[config.mk]
export PLATFORM = sky130hd
export DESIGN_NAME = dns_query_builder
export DESIGN_NICKNAME = d
export VERILOG_FILES = /design/src/design/dqb_pkg.sv /design/src/design/dqb_emit.sv /design/src/design/dqb_out.sv /design/src/design/dns_query_builder.sv
export SDC_FILE = /design/constraint.sdc
export NUM_CORES = 1
export LEC_CHECK = 0
export ABC_AREA = 1
export BUFFER_PORTS_ARGS = -buffer_cell sky130_fd_sc_hd__buf_2
export CAP_MARGIN = 5
export CORE_MARGIN = 2
export CORE_UTILIZATION = 55
export DETAILED_ROUTE_END_ITERATION = 16
export PLACE_DENSITY = 0.77
export SETUP_SLACK_MARGIN = 0.1
export SLEW_MARGIN = 20
export SYNTH_ARGS = -nofsm -noshare
export SYNTH_HDL_FRONTEND = slang
export SYNTH_SLANG_ARGS = --single-unit
[constraint.sdc]
create_clock -name clk_i -period 6.4 [get_ports clk_i]
set_clock_uncertainty 0.1 [all_clocks]
set_input_delay 0.64 -clock clk_i [delete_from_list [all_inputs] [get_ports clk_i]]
set_output_delay 0.64 -clock clk_i [all_outputs]
set_load 0.02 [all_outputs]
[src/design/dqb_pkg.sv]
// DNS query builder package: shared types, register codes and constants.
// No dependencies.
`default_nettype none

package dqb_pkg;

  localparam int unsigned BufferBytesDef = 512;
  localparam int unsigned AddrSpan       = 512;

  localparam int unsigned SlotW = 5;
  localparam logic [SlotW-1:0] SLOT_HDR_FIRST = 5'd0;
  localparam logic [SlotW-1:0] SLOT_CHAR      = 5'd12;
  localparam logic [SlotW-1:0] SLOT_PATCH     = 5'd13;
  localparam logic [SlotW-1:0] SLOT_ROOT      = 5'd14;
  localparam logic [SlotW-1:0] SLOT_TYPE_HI   = 5'd15;
  localparam logic [SlotW-1:0] SLOT_TYPE_LO   = 5'd16;
  localparam logic [SlotW-1:0] SLOT_CLASS_HI  = 5'd17;
  localparam logic [SlotW-1:0] SLOT_LAST      = 5'd18;

  localparam logic [7:0] DOT_CHAR   = 8'h2E;
  localparam logic [9:0] NAME_SLACK = 10'd20;
  localparam logic [9:0] WPOS_RST   = 10'd13;
  localparam logic [9:0] LSTART_RST = 10'd12;
  localparam logic [9:0] WPOS_MAX   = 10'd1023;
  localparam logic [8:0] CCNT_MAX   = 9'd511;

  localparam logic [1:0] CFG_QUERY_ID    = 2'd0;
  localparam logic [1:0] CFG_QUERY_FLAGS = 2'd1;
  localparam logic [1:0] CFG_QUERY_TYPE  = 2'd2;
  localparam logic [1:0] CFG_MAX_BYTES   = 2'd3;

  localparam logic [15:0] QUERY_ID_RST    = 16'd0;
  localparam logic [15:0] QUERY_FLAGS_RST = 16'd256;
  localparam logic [7:0]  QUERY_TYPE_RST  = 8'd1;
  localparam logic [9:0]  MAX_BYTES_RST   = 10'd512;

  typedef struct packed {
    logic [15:0] query_id;
    logic [15:0] query_flags;
    logic [7:0]  query_type;
    logic [9:0]  max_bytes;
  } cfg_t;

  typedef struct packed {
    logic       write_enable;
    logic [8:0] byte_addr;
    logic [7:0] byte_value;
    logic       run_last;
    logic       query_done;
    logic       query_rejected;
    logic [8:0] query_length;
  } res_t;

endpackage

`default_nettype wire

[src/design/dqb_emit.sv]
// DNS query builder sequencer: item register, slot counter, query state and
// per-slot byte write generation. Uses dqb_pkg.
`default_nettype none

module dqb_emit #(
  parameter int unsigned BUFFER_BYTES = dqb_pkg::BufferBytesDef
) (
  input  wire logic          clk_i,
  input  wire logic          rst_ni,
  input  wire dqb_pkg::cfg_t cfg_i,
  input  wire logic          in_valid_i,
  output logic               in_stall_o,
  input  wire logic [7:0]    name_char_i,
  input  wire logic          name_last_i,
  input  wire logic          res_ready_i,
  output logic               res_valid_o,
  output dqb_pkg::res_t      res_o
);

  localparam int unsigned CapInt = (BUFFER_BYTES < dqb_pkg::AddrSpan) ?
                                   BUFFER_BYTES : dqb_pkg::AddrSpan;
  localparam logic [9:0] LimCap = 10'(CapInt);

  logic                      itm_vld_q, itm_vld_d;
  logic [7:0]                itm_char_q;
  logic                      itm_last_q;
  logic [dqb_pkg::SlotW-1:0] slot_q, slot_d;
  logic [9:0]                wpos_q, wpos_d;
  logic [9:0]                lstart_q, lstart_d;
  logic [7:0]                llen_q, llen_d;
  logic [8:0]                ccnt_q, ccnt_d;

  logic        fire, in_rdy, in_acc, is_dot, run_last;
  logic [9:0]  lim;
  logic [10:0] pos;
  logic [7:0]  val;
  logic [2:0]  offs;
  logic        use_lstart;
  logic        rejected;

  assign lim      = (cfg_i.max_bytes < LimCap) ? cfg_i.max_bytes : LimCap;
  assign is_dot   = (itm_char_q == dqb_pkg::DOT_CHAR);
  assign fire     = itm_vld_q & res_ready_i;
  assign run_last = (slot_q == dqb_pkg::SLOT_LAST) ||
                    ((slot_q == dqb_pkg::SLOT_CHAR) && !itm_last_q);
  assign in_rdy   = !itm_vld_q || (fire && run_last);
  assign in_stall_o = !in_rdy;
  assign in_acc   = in_valid_i & in_rdy;
  assign rejected = (lim <= ({1'b0, ccnt_q} + dqb_pkg::NAME_SLACK));

  always_comb begin
    offs       = 3'd0;
    use_lstart = 1'b0;
    val        = 8'd0;
    pos        = {6'd0, slot_q};
    case (slot_q)
      dqb_pkg::SLOT_CHAR: begin
        if (is_dot) begin
          use_lstart = 1'b1;
          val        = llen_q;
        end else begin
          val = itm_char_q;
        end
      end
      dqb_pkg::SLOT_PATCH: begin
        use_lstart = 1'b1;
        val        = llen_q;
      end
      dqb_pkg::SLOT_ROOT:     offs = 3'd0;
      dqb_pkg::SLOT_TYPE_HI:  offs = 3'd1;
      dqb_pkg::SLOT_TYPE_LO: begin
        offs = 3'd2;
        val  = cfg_i.query_type;
      end
      dqb_pkg::SLOT_CLASS_HI: offs = 3'd3;
      dqb_pkg::SLOT_LAST: begin
        offs = 3'd4;
        val  = 8'd1;
      end
      default: begin
        case (slot_q[3:0])
          4'd0:    val = cfg_i.query_id[15:8];
          4'd1:    val = cfg_i.query_id[7:0];
          4'd2:    val = cfg_i.query_flags[15:8];
          4'd3:    val = cfg_i.query_flags[7:0];
          4'd5:    val = 8'd1;
          default: val = 8'd0;
        endcase
      end
    endcase
    if (slot_q >= dqb_pkg::SLOT_CHAR) begin
      pos = use_lstart ? {1'b0, lstart_q} : ({1'b0, wpos_q} + {8'd0, offs});
    end
  end

  always_comb begin
    res_valid_o          = itm_vld_q;
    res_o.write_enable   = (pos < {1'b0, lim});
    res_o.byte_addr      = pos[8:0];
    res_o.byte_value     = val;
    res_o.run_last       = run_last;
    res_o.query_done     = (slot_q == dqb_pkg::SLOT_LAST);
    res_o.query_rejected = (slot_q == dqb_pkg::SLOT_LAST) && rejected;
    res_o.query_length   = ((slot_q == dqb_pkg::SLOT_LAST) && !rejected) ?
                           (pos[8:0] + 9'd1) : 9'd0;
  end

  always_comb begin
    itm_vld_d = in_acc ? 1'b1 : ((fire && run_last) ? 1'b0 : itm_vld_q);
    slot_d    = slot_q;
    wpos_d    = wpos_q;
    lstart_d  = lstart_q;
    llen_d    = llen_q;
    ccnt_d    = ccnt_q;
    if (fire) begin
      if (slot_q == dqb_pkg::SLOT_LAST) begin
        slot_d   = dqb_pkg::SLOT_HDR_FIRST;
        wpos_d   = dqb_pkg::WPOS_RST;
        lstart_d = dqb_pkg::LSTART_RST;
        llen_d   = 8'd0;
        ccnt_d   = 9'd0;
      end else begin
        slot_d = run_last ? dqb_pkg::SLOT_CHAR : (slot_q + 5'd1);
        if (slot_q == dqb_pkg::SLOT_CHAR) begin
          if (ccnt_q != dqb_pkg::CCNT_MAX) ccnt_d = ccnt_q + 9'd1;
          if (wpos_q != dqb_pkg::WPOS_MAX) wpos_d = wpos_q + 10'd1;
          if (is_dot) begin
            lstart_d = wpos_q;
            llen_d   = 8'd0;
          end else begin
            llen_d = llen_q + 8'd1;
          end
        end
      end
    end
  end

  always_ff @(posedge clk_i or negedge rst_ni) begin
    if (!rst_ni) begin
      itm_vld_q <= 1'b0;
      slot_q    <= dqb_pkg::SLOT_HDR_FIRST;
      wpos_q    <= dqb_pkg::WPOS_RST;
      lstart_q  <= dqb_pkg::LSTART_RST;
      llen_q    <= 8'd0;
      ccnt_q    <= 9'd0;
    end else begin
      itm_vld_q <= itm_vld_d;
      slot_q    <= slot_d;
      wpos_q    <= wpos_d;
      lstart_q  <= lstart_d;
      llen_q    <= llen_d;
      ccnt_q    <= ccnt_d;
    end
  end

  always_ff @(posedge clk_i) begin
    if (in_acc) begin
      itm_char_q <= name_char_i;
      itm_last_q <= name_last_i;
    end
  end

`ifndef SYNTH
  a_slot_range: assert property (@(posedge clk_i) disable iff (!rst_ni)
    slot_q <= dqb_pkg::SLOT_LAST)
    else $error("slot counter out of range");
  a_hdr_held: assert property (@(posedge clk_i) disable iff (!rst_ni)
    (slot_q != dqb_pkg::SLOT_HDR_FIRST && slot_q != dqb_pkg::SLOT_CHAR) |-> itm_vld_q)
    else $error("mid-item slot without a held item");
  a_label_order: assert property (@(posedge clk_i) disable iff (!rst_ni)
    lstart_q < wpos_q || wpos_q == dqb_pkg::WPOS_MAX)
    else $error("label start past write position");
  a_done_clears: assert property (@(posedge clk_i) disable iff (!rst_ni)
    (fire && slot_q == dqb_pkg::SLOT_LAST) |=>
      (slot_q == dqb_pkg::SLOT_HDR_FIRST && wpos_q == dqb_pkg::WPOS_RST && ccnt_q == 9'd0))
    else $error("query state not cleared after final write");
`endif

endmodule

`default_nettype wire

[src/design/dqb_out.sv]
// DNS query builder result register: holds one byte write for the receiver.
// Uses dqb_pkg.
`default_nettype none

module dqb_out (
  input  wire logic          clk_i,
  input  wire logic          rst_ni,
  input  wire logic          res_valid_i,
  output logic               res_ready_o,
  input  wire dqb_pkg::res_t res_i,
  output logic               out_valid_o,
  input  wire logic          out_stall_i,
  output dqb_pkg::res_t      out_o
);

  logic          vld_q, vld_d;
  dqb_pkg::res_t res_q;

  assign res_ready_o = !vld_q || !out_stall_i;
  assign vld_d       = res_valid_i ? 1'b1 : (out_stall_i & vld_q);
  assign out_valid_o = vld_q;
  assign out_o       = res_q;

  always_ff @(posedge clk_i or negedge rst_ni) begin
    if (!rst_ni) begin
      vld_q <= 1'b0;
    end else if (res_ready_o) begin
      vld_q <= vld_d;
    end
  end

  always_ff @(posedge clk_i) begin
    if (res_valid_i && res_ready_o) begin
      res_q <= res_i;
    end
  end

`ifndef SYNTH
  a_hold: assert property (@(posedge clk_i) disable iff (!rst_ni)
    (vld_q && out_stall_i) |=> (vld_q && $stable(res_q)))
    else $error("stalled item changed");
  a_done_last: assert property (@(posedge clk_i) disable iff (!rst_ni)
    (vld_q && res_q.query_done) |-> res_q.run_last)
    else $error("final write not marked last");
  a_len_zero: assert property (@(posedge clk_i) disable iff (!rst_ni)
    (vld_q && !res_q.query_done) |-> (res_q.query_length == 9'd0 && !res_q.query_rejected))
    else $error("length on a non-final write");
`endif

endmodule

`default_nettype wire

[src/design/dns_query_builder.sv]
// DNS query builder top level: configuration registers, sequencer and
// result register. Uses dqb_pkg, dqb_emit, dqb_out.
//
// Usage: the host name enters one character per item on the input channel
// (name_char_i, name_last_i; in_valid_i / in_stall_o). Each item yields one
// or more byte writes on the output channel (out_valid_o / out_stall_i),
// one per cycle when not stalled, run_last_o on the last write of an item.
// The first character of a query yields the 12 header writes plus its own
// write; a plain character or dot yields one write; the last character adds
// six writes (label length patch, root zero, type and class), the final one
// with query_done_o, query_rejected_o and query_length_o.
// The first write passes the item register, then the result register.
// Throughput: one item per cycle while no header or trailer is being sent
// and the receiver does not stall; a new item is taken as the last write of
// the current one enters the single result register from the slot sequencer.
// Reset clears the query state and loads the register defaults; no clearing
// pass is needed. When the receiver stalls, the result register holds and
// the sequencer and input channel stall behind it. The user writes registers
// via cfg_we_i / cfg_idx_i / cfg_wdata_i only while idle (not enforced).
`default_nettype none

module dns_query_builder #(
  parameter int unsigned BUFFER_BYTES = dqb_pkg::BufferBytesDef
) (
  input  wire logic        clk_i,
  input  wire logic        rst_ni,
  input  wire logic        cfg_we_i,
  input  wire logic [1:0]  cfg_idx_i,
  input  wire logic [15:0] cfg_wdata_i,
  input  wire logic        in_valid_i,
  output logic             in_stall_o,
  input  wire logic [7:0]  name_char_i,
  input  wire logic        name_last_i,
  output logic             out_valid_o,
  input  wire logic        out_stall_i,
  output logic             write_enable_o,
  output logic [8:0]       byte_addr_o,
  output logic [7:0]       byte_value_o,
  output logic             run_last_o,
  output logic             query_done_o,
  output logic             query_rejected_o,
  output logic [8:0]       query_length_o
);

  dqb_pkg::cfg_t cfg_q;
  dqb_pkg::res_t res, out;
  logic          res_valid, res_ready;

  always_ff @(posedge clk_i or negedge rst_ni) begin
    if (!rst_ni) begin
      cfg_q.query_id    <= dqb_pkg::QUERY_ID_RST;
      cfg_q.query_flags <= dqb_pkg::QUERY_FLAGS_RST;
      cfg_q.query_type  <= dqb_pkg::QUERY_TYPE_RST;
      cfg_q.max_bytes   <= dqb_pkg::MAX_BYTES_RST;
    end else if (cfg_we_i) begin
      case (cfg_idx_i)
        dqb_pkg::CFG_QUERY_ID:    cfg_q.query_id    <= cfg_wdata_i;
        dqb_pkg::CFG_QUERY_FLAGS: cfg_q.query_flags <= cfg_wdata_i;
        dqb_pkg::CFG_QUERY_TYPE:  cfg_q.query_type  <= cfg_wdata_i[7:0];
        dqb_pkg::CFG_MAX_BYTES:   cfg_q.max_bytes   <= cfg_wdata_i[9:0];
        default: ;
      endcase
    end
  end

  dqb_emit #(
    .BUFFER_BYTES(BUFFER_BYTES)
  ) u_emit (
    .clk_i      (clk_i),
    .rst_ni     (rst_ni),
    .cfg_i      (cfg_q),
    .in_valid_i (in_valid_i),
    .in_stall_o (in_stall_o),
    .name_char_i(name_char_i),
    .name_last_i(name_last_i),
    .res_ready_i(res_ready),
    .res_valid_o(res_valid),
    .res_o      (res)
  );

  dqb_out u_out (
    .clk_i      (clk_i),
    .rst_ni     (rst_ni),
    .res_valid_i(res_valid),
    .res_ready_o(res_ready),
    .res_i      (res),
    .out_valid_o(out_valid_o),
    .out_stall_i(out_stall_i),
    .out_o      (out)
  );

  assign write_enable_o   = out.write_enable;
  assign byte_addr_o      = out.byte_addr;
  assign byte_value_o     = out.byte_value;
  assign run_last_o       = out.run_last;
  assign query_done_o     = out.query_done;
  assign query_rejected_o = out.query_rejected;
  assign query_length_o   = out.query_length;

endmodule

`default_nettype wire
Word level (Yosys, flattened, before mapping)
Cells that the tools add are included.
{"block": "totals", "register_bits": 133, "word_cells": 107}
{"block": "op_classes", "reduce_logical": 30, "muxes": 26, "magnitude_cmp": 4, "bitwise": 3, "add_sub_neg": 7, "n_eq_ne": 17}
{"op": "one-hot mux 8 bit (5 select lines)", "count": 2}
{"op": "2-to-1 mux 10 bit", "count": 7}
{"op": "2-to-1 mux 8 bit", "count": 4}
{"op": "2-to-1 mux 9 bit", "count": 3}
{"op": "2-to-1 mux 11 bit", "count": 2}
{"op": "== test 5 x 4 -> 1 bit, second input constant", "count": 4}
{"op": "adder 9 x 1 -> 9 bit, second input constant", "count": 2}
{"op": "== test 5 bit, second input constant", "count": 3}
{"op": "one-hot mux 3 bit (4 select lines)", "count": 1}
{"op": "adder 10 x 3 -> 11 bit", "count": 1}
{"op": "< comparator 11 x 10 -> 1 bit", "count": 1}
{"op": "adder 10 x 1 -> 10 bit, second input constant", "count": 1}
{"op": "adder 9 x 5 -> 10 bit, second input constant", "count": 1}
{"op": "<= comparator 10 bit", "count": 1}
{"op": "< comparator 10 bit, second input constant", "count": 1}
{"op": "2-to-1 mux 5 bit", "count": 2}
{"op": "!= test 10 bit, second input constant", "count": 1}
{"op": "AND reduction 2 bit", "count": 5}
{"op": "nonzero test 2 bit", "count": 5}
{"op": "!= test 9 bit, second input constant", "count": 1}
{"op": "AND reduction 3 bit", "count": 3}
{"op": "adder 8 x 1 -> 8 bit, second input constant", "count": 1}
{"op": "== test 4 x 2 -> 1 bit, second input constant", "count": 2}
{"op": "== test 8 x 6 -> 1 bit, second input constant", "count": 1}
{"op": "other kinds (15)", "count": 32}

Longest topological paths before layout
Gate-level depths: netlist (run 1).
{"block": "logic_depth", "depth_word": 7, "depth_mapped": 26, "mapped_depth_nobuf": 26}

Cells and area by module
From an unflattened synthesis (run 1), not the netlist that was laid out.
{"block": "unflattened", "hier_cells": 870, "hier_area_um2": 7387.1}
{"module": "dqb_emit", "seq_area_each_um2": 1352.5, "instances": 1, "area_each_um2": 4376.7, "cells_each": 613}
{"module": "dns_query_builder", "seq_area_each_um2": 1255.0, "instances": 1, "area_each_um2": 2068.2, "cells_each": 222}
{"module": "dqb_out", "seq_area_each_um2": 925.9, "instances": 1, "area_each_um2": 942.2, "cells_each": 35}

Worst setup path before layout (run 1)
Ideal clock, no wire load.
{"block": "synth_path", "path_kind": "register -> register", "startpoint": "register u_emit.slot_q[0] (netlist name)", "endpoint": "register u_out.res_q (netlist bit u_out.out_o[29]), data pin", "t_arrival_ns": 3.082, "path_stages_with_launch": 26, "path_slack_ns": 3.072, "cell_sequence": "dfrtp_1 -> ha_1 -> inv_1 -> nor2_1 -> ha_1 -> o21bai_1 -> ha_1 -> inv_1 -> fa_1 -> inv_1 -> nand3_1 -> nand3_1 -> nand2_1 -> nand2_1 -> inv_2 -> nor2_2 -> ha_1 -> nand2_1 -> inv_1 -> o21ai_0 -> nand2_1 -> a21oi_1 -> nor2_1 -> o21ai_0 -> nand2_1 -> a21oi_1"}
{"item": "start: declaration", "line_no": "dqb_emit.sv:27", "source": "logic [dqb_pkg::SlotW-1:0] slot_q, slot_d;"}
{"item": "start signal: assignment", "line_no": "dqb_emit.sv:141", "source": "slot_q <= dqb_pkg::SLOT_HDR_FIRST;"}
{"item": "start signal: assignment", "line_no": "dqb_emit.sv:148", "source": "slot_q <= slot_d;"}
{"item": "end signal: assignment", "line_no": "dqb_out.sv:34", "source": "res_q <= res_i;"}
{"item": "end: declaration", "line_no": "dqb_out.sv:17", "source": "dqb_pkg::res_t res_q;"}

==> flow_metrics.tcl, run 1 <==
set metrics [dict create \
    ys_types 44 \
    critPathLaunchType "flip-flop" \
    clock_path_buffers 2 \
    drive_gt1_share_pct 15.3 \
    yosys_warnings 0 \
    rsz0062_at_grt "false" \
    die_y_um 118 \
    io_pins 64 \
    path_clk_slew_ns 0.06 \
    grt_util_met2_pct 40.7 \
    ff2ff_path_depth 25 \
    die_area_sq_mm 0.0139 \
    fin_setup_tns_ns 0 \
    diodes 0 \
    tightest_slew_ns 1.06 \
    drt-initial-drc-count 431 \
    grt_pass1_vias 5597 \
    ir_drop_uv 212 \
    ys.flop_type "dfrtp_1" \
    critical_path_arrival_ns 3.82 \
    slew_headroom_pct 29.2 \
    synth_top_area_share_pct 30.1 \
    via_per_inst 5.48 \
    antenna_left 0 \
    worstSetupPathType "flip-flop to flip-flop" \
    maxCapViolCount 0 \
    cp-startpoint "u_emit.slot_q[0]$_DFFE_PN0P_" \
    synth_area_leader_cell "dfrtp_1" \
    syn_avg_cell_area_sq_um 8.53 \
    timing.rr.start "u_emit.slot_q[0]$_DFFE_PN0P_" \
    crit_path_max_fanout 5 \
    antenna_found_initial 0 \
    initial_core_util_pct 56.4 \
    yosysMostFrequentCell "nand2_1" \
    drv_slew 0 \
    syn-instance-count 837 \
    mappedNetlistArea_sq_mm 0.00714 \
    fin_crit_sh_pct 56.7 \
    synth_edf_count 39 \
    hold_viol_final 0 \
    drt-total-wl_mm 16.6 \
    portBuffers 63 \
    cts_tree "built" \
    finalWeightedCongestion 0.885 \
    seq_area_frac_synth_pct 49.5 \
    rrSetupSlack_ns 2.77 \
    numCtsBuffers 17 \
    clk_latency_ns 0.44 \
    required_ns 6.59 \
    core-area_sq_mm 0.0127 \
    hold_buffers 0 \
    final_nets 967 \
    ctsResizeCount 0 \
    r2r-end "u_out.out_o[29]$_DFFE_PP_" \
    postCtsSetupRepairBufs 0 \
    grt_start_max_net_pins 66 \
    synth_top_cells_by_area "dfrtp_1 (30%), edfxtp_1 (16%), nand2_1 (10%)" \
    synth_common_cells "nand2_1 (193), o21ai_0 (98), inv_1 (96), dfrtp_1 (86), nor2_1 (66)" \
    fmax_mhz 276 \
    die_width_um 118 \
    hold-worst-slack_ns 0.0285 \
    dp_hpwl_mm 11.8 \
    synth-async-reset-ratio_pct 70.7 \
    met1_usage_pct 32.5 \
    fin_crit_ns 3.63 \
    grt_pass1_wl_mm 27.5 \
    synth-seq-cells 133 \
    p_leak_nw 3.93 \
    setup_violations 0 \
    grtUsageMet3_pct 6.40 \
    drc_errors 0 \
    area_growth_pct 14.8 \
    power_density_mw_per_mm2 401 \
    cts.sinks 133 \
    top_usage_layer "met2" \
    vias 5952 \
    grt_overflow 0 \
    critPathCaptureType "flip-flop" \
    hold_path_class "primary input to asynchronous set/reset pin" \
    rows 41 \
    status "complete, no violations" \
    avgRoutedWirePerCell_um 15.3 \
    cts_htree_levels 4 \
    grt_use_total_pct 25.4 \
    first_pass_iters 6 \
    cts_root_buffer "clkbuf_16" \
    synth_fp_nets 903 \
]
critical path, stage by stage, from the launching register on:
cell and delay, ns:
dfrtp_1 0.42, ha_1 0.22, inv_1 0.07, nor2_1 0.10
ha_1 0.16, o21bai_1 0.11, ha_1 0.20, inv_1 0.06
fa_1 0.40, inv_1 0.09, nand3_1 0.08, nand3_1 0.08
nand2_1 0.05, nand2_1 0.09, inv_2 0.04, nor2_2 0.18
ha_1 0.27, nand2_1 0.06, inv_1 0.03, o21ai_0 0.13
nand2_1 0.07, a21oi_1 0.13, nor2_1 0.05, o21ai_0 0.13
nand2_1 0.06, a21oi_1 0.11
area by class of cell:
type | instances | area, sq um
inverters | 103 | 392
repair buffers | 65 | 333
multi-input cells | 581 | 3120
well taps | 172 | 215
flip-flops and latches | 133 | 3530
clock buffers | 20 | 478
clock inverters | 12 | 126
fillers | 1107 | 4470
per-layer routing:
layer	routed length [um]	part of all wire, %	vias to the layer above
li1	-	-	2946
met1	7310	44	2769
met2	7780	47	197
met3	946	5.7	40
met4	595	3.6	0
met5	0	0	-
kinds of logic (layout without fill, tap and decap cells):
family | count (synthesis) | after routing | share of synthesized area [%]
fa+ha+maj | 34 | 34 | 6.06
flops | 133 | 133 | 49.5
simple gates | 372 | 372 | 23.0
buf+inv | 123 | 200 | 6.85
xor+xnor | 10 | 10 | 1.23
compound gates | 165 | 165 | 13.4
per-stage QoR:
step	area [sq um]	utilization, %	worst slack, ns	std cells	power (W)
global route	8200	64.7	2.22	1086	0.00350
floorplan	7140	-	3.07	837	0.00199
detailed placement	7590	59.9	2.80	1054	0.00230
global placement	7590	59.9	2.90	1054	0.00228
CTS	8200	64.7	2.79	1086	0.00329
finish	8200	64.7	2.77	1086	0.00329
sequential cells by signal, indices dropped and copies added (netlist names), 5 cells and up:
name,flops
cfg_q,50
u_emit.ccnt_q,9
u_emit.itm_char_q,8
u_emit.llen_q,8
u_emit.lstart_q,10
u_emit.slot_q,5
u_emit.wpos_q,10
u_out.out_o,30
report_power, final:
group | internal, W | leakage, nW | total (W) | switching (W)
clock network | 0.000590 | 0.300 | 0.000990 | 0.000400
logic | 0.000345 | 2.12 | 0.00108 | 0.000733
registers | 0.00108 | 1.52 | 0.00122 | 0.000142
worst max path at each step:
| stage | endpoint | depth (start not counted) |
|---|---|---|
| detailed placement | u_out.out_o[29]$_DFFE_PP_ | 25 |
| CTS | u_out.out_o[29]$_DFFE_PP_ | 25 |
| floorplan | u_out.out_o[29]$_DFFE_PP_ | 25 |
| global route | u_out.out_o[29]$_DFFE_PP_ | 25 |
| finish | u_out.out_o[29]$_DFFE_PP_ | 25 |
| global placement | u_out.out_o[29]$_DFFE_PP_ | 25 |
cells in the final DEF (no fill, tap or decap), types with 4 or more instances in the layout:
master     netlist  final
o21ai_0         98     98
a31oi_1          6      6
edfxtp_1        39     39
inv_6            0      6
nor3_1          12     12
nand2_1        193    193
ha_1            33     33
xor2_1           8      8
a221oi_1        11     11
dfstp_2          8      8
nand3_1         63     63
clkbuf_16        0     18
a32o_1           7      7
inv_2            4      4
nor2_4           4      4
inv_1           96     96
a21oi_1         29     29
nor2_1          66     66
nand2_2          8      8
buf_2            3     62
nor2_2           8      8
dfrtp_1         86     86
nand4_1          8      8
Power figures use the tool's default switching activity.
==> inputs of run 2 (changes only) <==
Settings changed: ABC_AREA 1 to 0.
Clock period 6.4 ns to 3.45 ns, I/O delays scaled along.
==> flow_metrics.tcl, run 2 <==
set metrics [dict create \
    status "complete, but fails checks" \
    violations "setup timing" \
    rrSetupSlack_ns -0.41 \
    cts_htree_levels 4 \
    via_per_inst 5.84 \
    post_dp_cell_area_sq_mm 0.00789 \
    finalWeightedCongestion 0.876 \
    die_width_um 117 \
    critPathCaptureType "flip-flop" \
    rows 41 \
    largest_reg_flops 50 \
    yosysMostFrequentCell "dfrtp_1" \
    mappedNetlistArea_sq_mm 0.00699 \
    power_frac_seq_pct 33.6 \
    power.internal_w 0.00416 \
    synth_area_leader_cell "dfrtp_1" \
    power_density_mw_per_mm2 737 \
    grt_overflow 0 \
    synth_top_area_share_pct 30.8 \
    final_cell_mix "dfrtp_1 (86), buf_4 (73), buf_2 (62), mux2_2 (52), nand2_1 (50)" \
    p_leak_nw 3.99 \
    syn_avg_cell_area_sq_um 11.2 \
    p_sw_share_pct 36.4 \
    worstSetupPathType "flip-flop to flip-flop" \
    ys.flop_type "dfrtp_1" \
    p_comb_share_pct 39.6 \
    fin_crit_sh_pct 112 \
    drive_gt1_share_pct 36.0 \
    avgRoutedWirePerCell_um 18.4 \
    io_pins 64 \
    vias 5527 \
    grt_use_total_pct 26.8 \
    initial_core_util_pct 55.8 \
    cts_tree "built" \
    worst_slack_ns -0.413 \
    clkPwrFrac_pct 26.7 \
    place_ws_ns -0.531 \
    final_nets 828 \
    power_w 0.00654 \
    slew_headroom_pct 36.2 \
    ys_types 74 \
    ff2ff_path_depth 20 \
    drt-total-wl_mm 17.4 \
    seq_area_frac_synth_pct 50.6 \
    portBuffers 63 \
    drv_slew 0 \
    cts.sinks 133 \
    crit_path_max_fanout 3 \
    clk_latency_ns 0.44 \
    drc_errors 0 \
    p_sw_w 0.00238 \
    grt_pass1_vias 5482 \
    antenna_found_initial 0 \
    maxCapViolCount 0 \
    required_ns 3.66 \
    grt_pass1_wl_mm 27.4 \
    fin_area_sq_mm 0.00887 \
    synth_fp_nets 687 \
    die_area_sq_mm 0.0136 \
    syn-instance-count 621 \
    final_common_cell "dfrtp_1" \
    synth_common_cells "dfrtp_1 (86), mux2_2 (52), nand2_1 (50), nor2_1 (47), edfxtp_1 (39)" \
    numCtsBuffers 17 \
    multi_input_area_sq_mm 0.00342 \
    diodes 0 \
    hold_path_class "primary input to flip-flop" \
    synth-seq-cells 133 \
    die_y_um 117 \
    first_pass_iters 6 \
    area_growth_pct 27.0 \
    fmax_mhz 259 \
    hold_viol_final 0 \
    dp_hpwl_mm 12.1 \
    cts_root_buffer "clkbuf_16" \
    fin_setup_tns_ns -0.413 \
    seqCellArea_sq_mm 0.00353 \
    synth_top_cells_by_area "dfrtp_1 (31%), edfxtp_1 (17%), mux2_2 (8.4%)" \
    rsz0062_at_grt "true" \
    regMostFlops "cfg_q" \
    synth-async-reset-ratio_pct 70.7 \
    setup_violations 1 \
    tightest_slew_ns 0.954 \
    ir_drop_uv 420 \
    synth_edf_count 39 \
    path_clk_slew_ns 0.06 \
    antenna_left 0 \
    yosys_warnings 0 \
    critical_path_arrival_ns 4.07 \
    whs_path_depth 2 \
    core-area_sq_mm 0.0125 \
    critPathLaunchType "flip-flop" \
    fillCellCount 923 \
    drt-initial-drc-count 478 \
    grt_start_max_net_pins 59 \
    fin_crit_ns 3.86 \
    clock_path_buffers 2 \
]
[run 2: cell families after synthesis]
logic type	Yosys count	share of synthesized area (%)
multiplexers	53	8.53
AND/OR/NAND/NOR	193	14.8
buffers and inverters	57	3.30
adder cells (fa/ha/maj)	34	6.20
flip-flops	133	50.6
XOR/XNOR	33	4.14
AO/OA/AOI/OAI	118	12.4
[run 2: path summary, 6_finish.rpt]
| kind | from | to |
|---|---|---|
| max | u_emit.slot_q[1]$_DFFE_PN0P_ | u_out.out_o[29]$_DFFE_PP_ |
| min | cfg_wdata_i[13] | cfg_q[31]$_DFFE_PN0P_ |
| max reg2reg | u_emit.slot_q[1]$_DFFE_PN0P_ | u_out.out_o[29]$_DFFE_PP_ |
| min reg2reg | u_emit.lstart_q[3]$_DFFE_PN1P_ | u_emit.lstart_q[3]$_DFFE_PN1P_ |
| max in group asynchronous | rst_ni | u_emit.wpos_q[0]$_DFFE_PN1P_ |
| min in group asynchronous | rst_ni | u_out.out_valid_o$_DFFE_PN0N_ |
[run 2: final cells by class]
type / instances / share of cell area (%)
Inverter: 29 / 1.23
Tap cell: 172 / 2.43
Timing Repair Buffer: 150 / 11.5
Multi-Input combinational cell: 431 / 38.6
Clock buffer: 17 / 4.80
Sequential cell: 133 / 39.8
Clock inverter: 15 / 1.65
[run 2: layer usage]
metal  GRT usage [%]  part of all wire, %
met5               0                    0
met1            32.6                   40
met3            6.02                  5.6
met4            10.4                  2.7
met2            46.3                   51
[run 2: timing repair]
| action | CTS | global route |
|---|---|---|
| setup endpoints to repair | 4 | 7 |
| gates resized for setup | 17 | 19 |
| endpoints found under the hold margin | 62 | 0 |
| setup buffers | 11 | 4 |
| hold buffers | 11 | 0 |
| cloned | 0 | 0 |
| pin swaps | 18 | 10 |
[run 2: power groups by stage]
stage	clock, W	sequential, W	combinational, W
after floorplan	0	0.00226	0.00138
after global placement	0	0.00219	0.00220
after detailed placement	0	0.00221	0.00227
after CTS	0.00176	0.00219	0.00239
after global routing	0.00184	0.00223	0.00281
final	0.00175	0.00220	0.00259
[run 2: critical path, stage by stage (launching register included)]
cell,delay [ns]
dfrtp_1,0.38
ha_2,0.21
and3_4,0.21
ha_4,0.13
a21o_1,0.08
ha_2,0.18
inv_2,0.04
fa_2,0.38
nor2b_4,0.15
buf_4,0.13
o21ai_4,0.06
xnor2_2,0.15
a21o_1,0.21
ha_4,0.23
a21o_1,0.17
a21o_1,0.17
a21o_1,0.16
a21oi_2,0.13
nor2_1,0.06
a2111oi_2,0.21
o31a_1,0.19
[run 2: metrics by stage]
stage | cells | utilization, % | hold slack [ns]
after floorplan | 621 | - | -0.0506
after global placement | 890 | 63.0 | 0.334
after detailed placement | 890 | 63.0 | 0.348
after CTS | 943 | 69.8 | 0.0476
after global routing | 947 | 70.9 | 0.0487
final | 947 | 70.9 | 0.0540
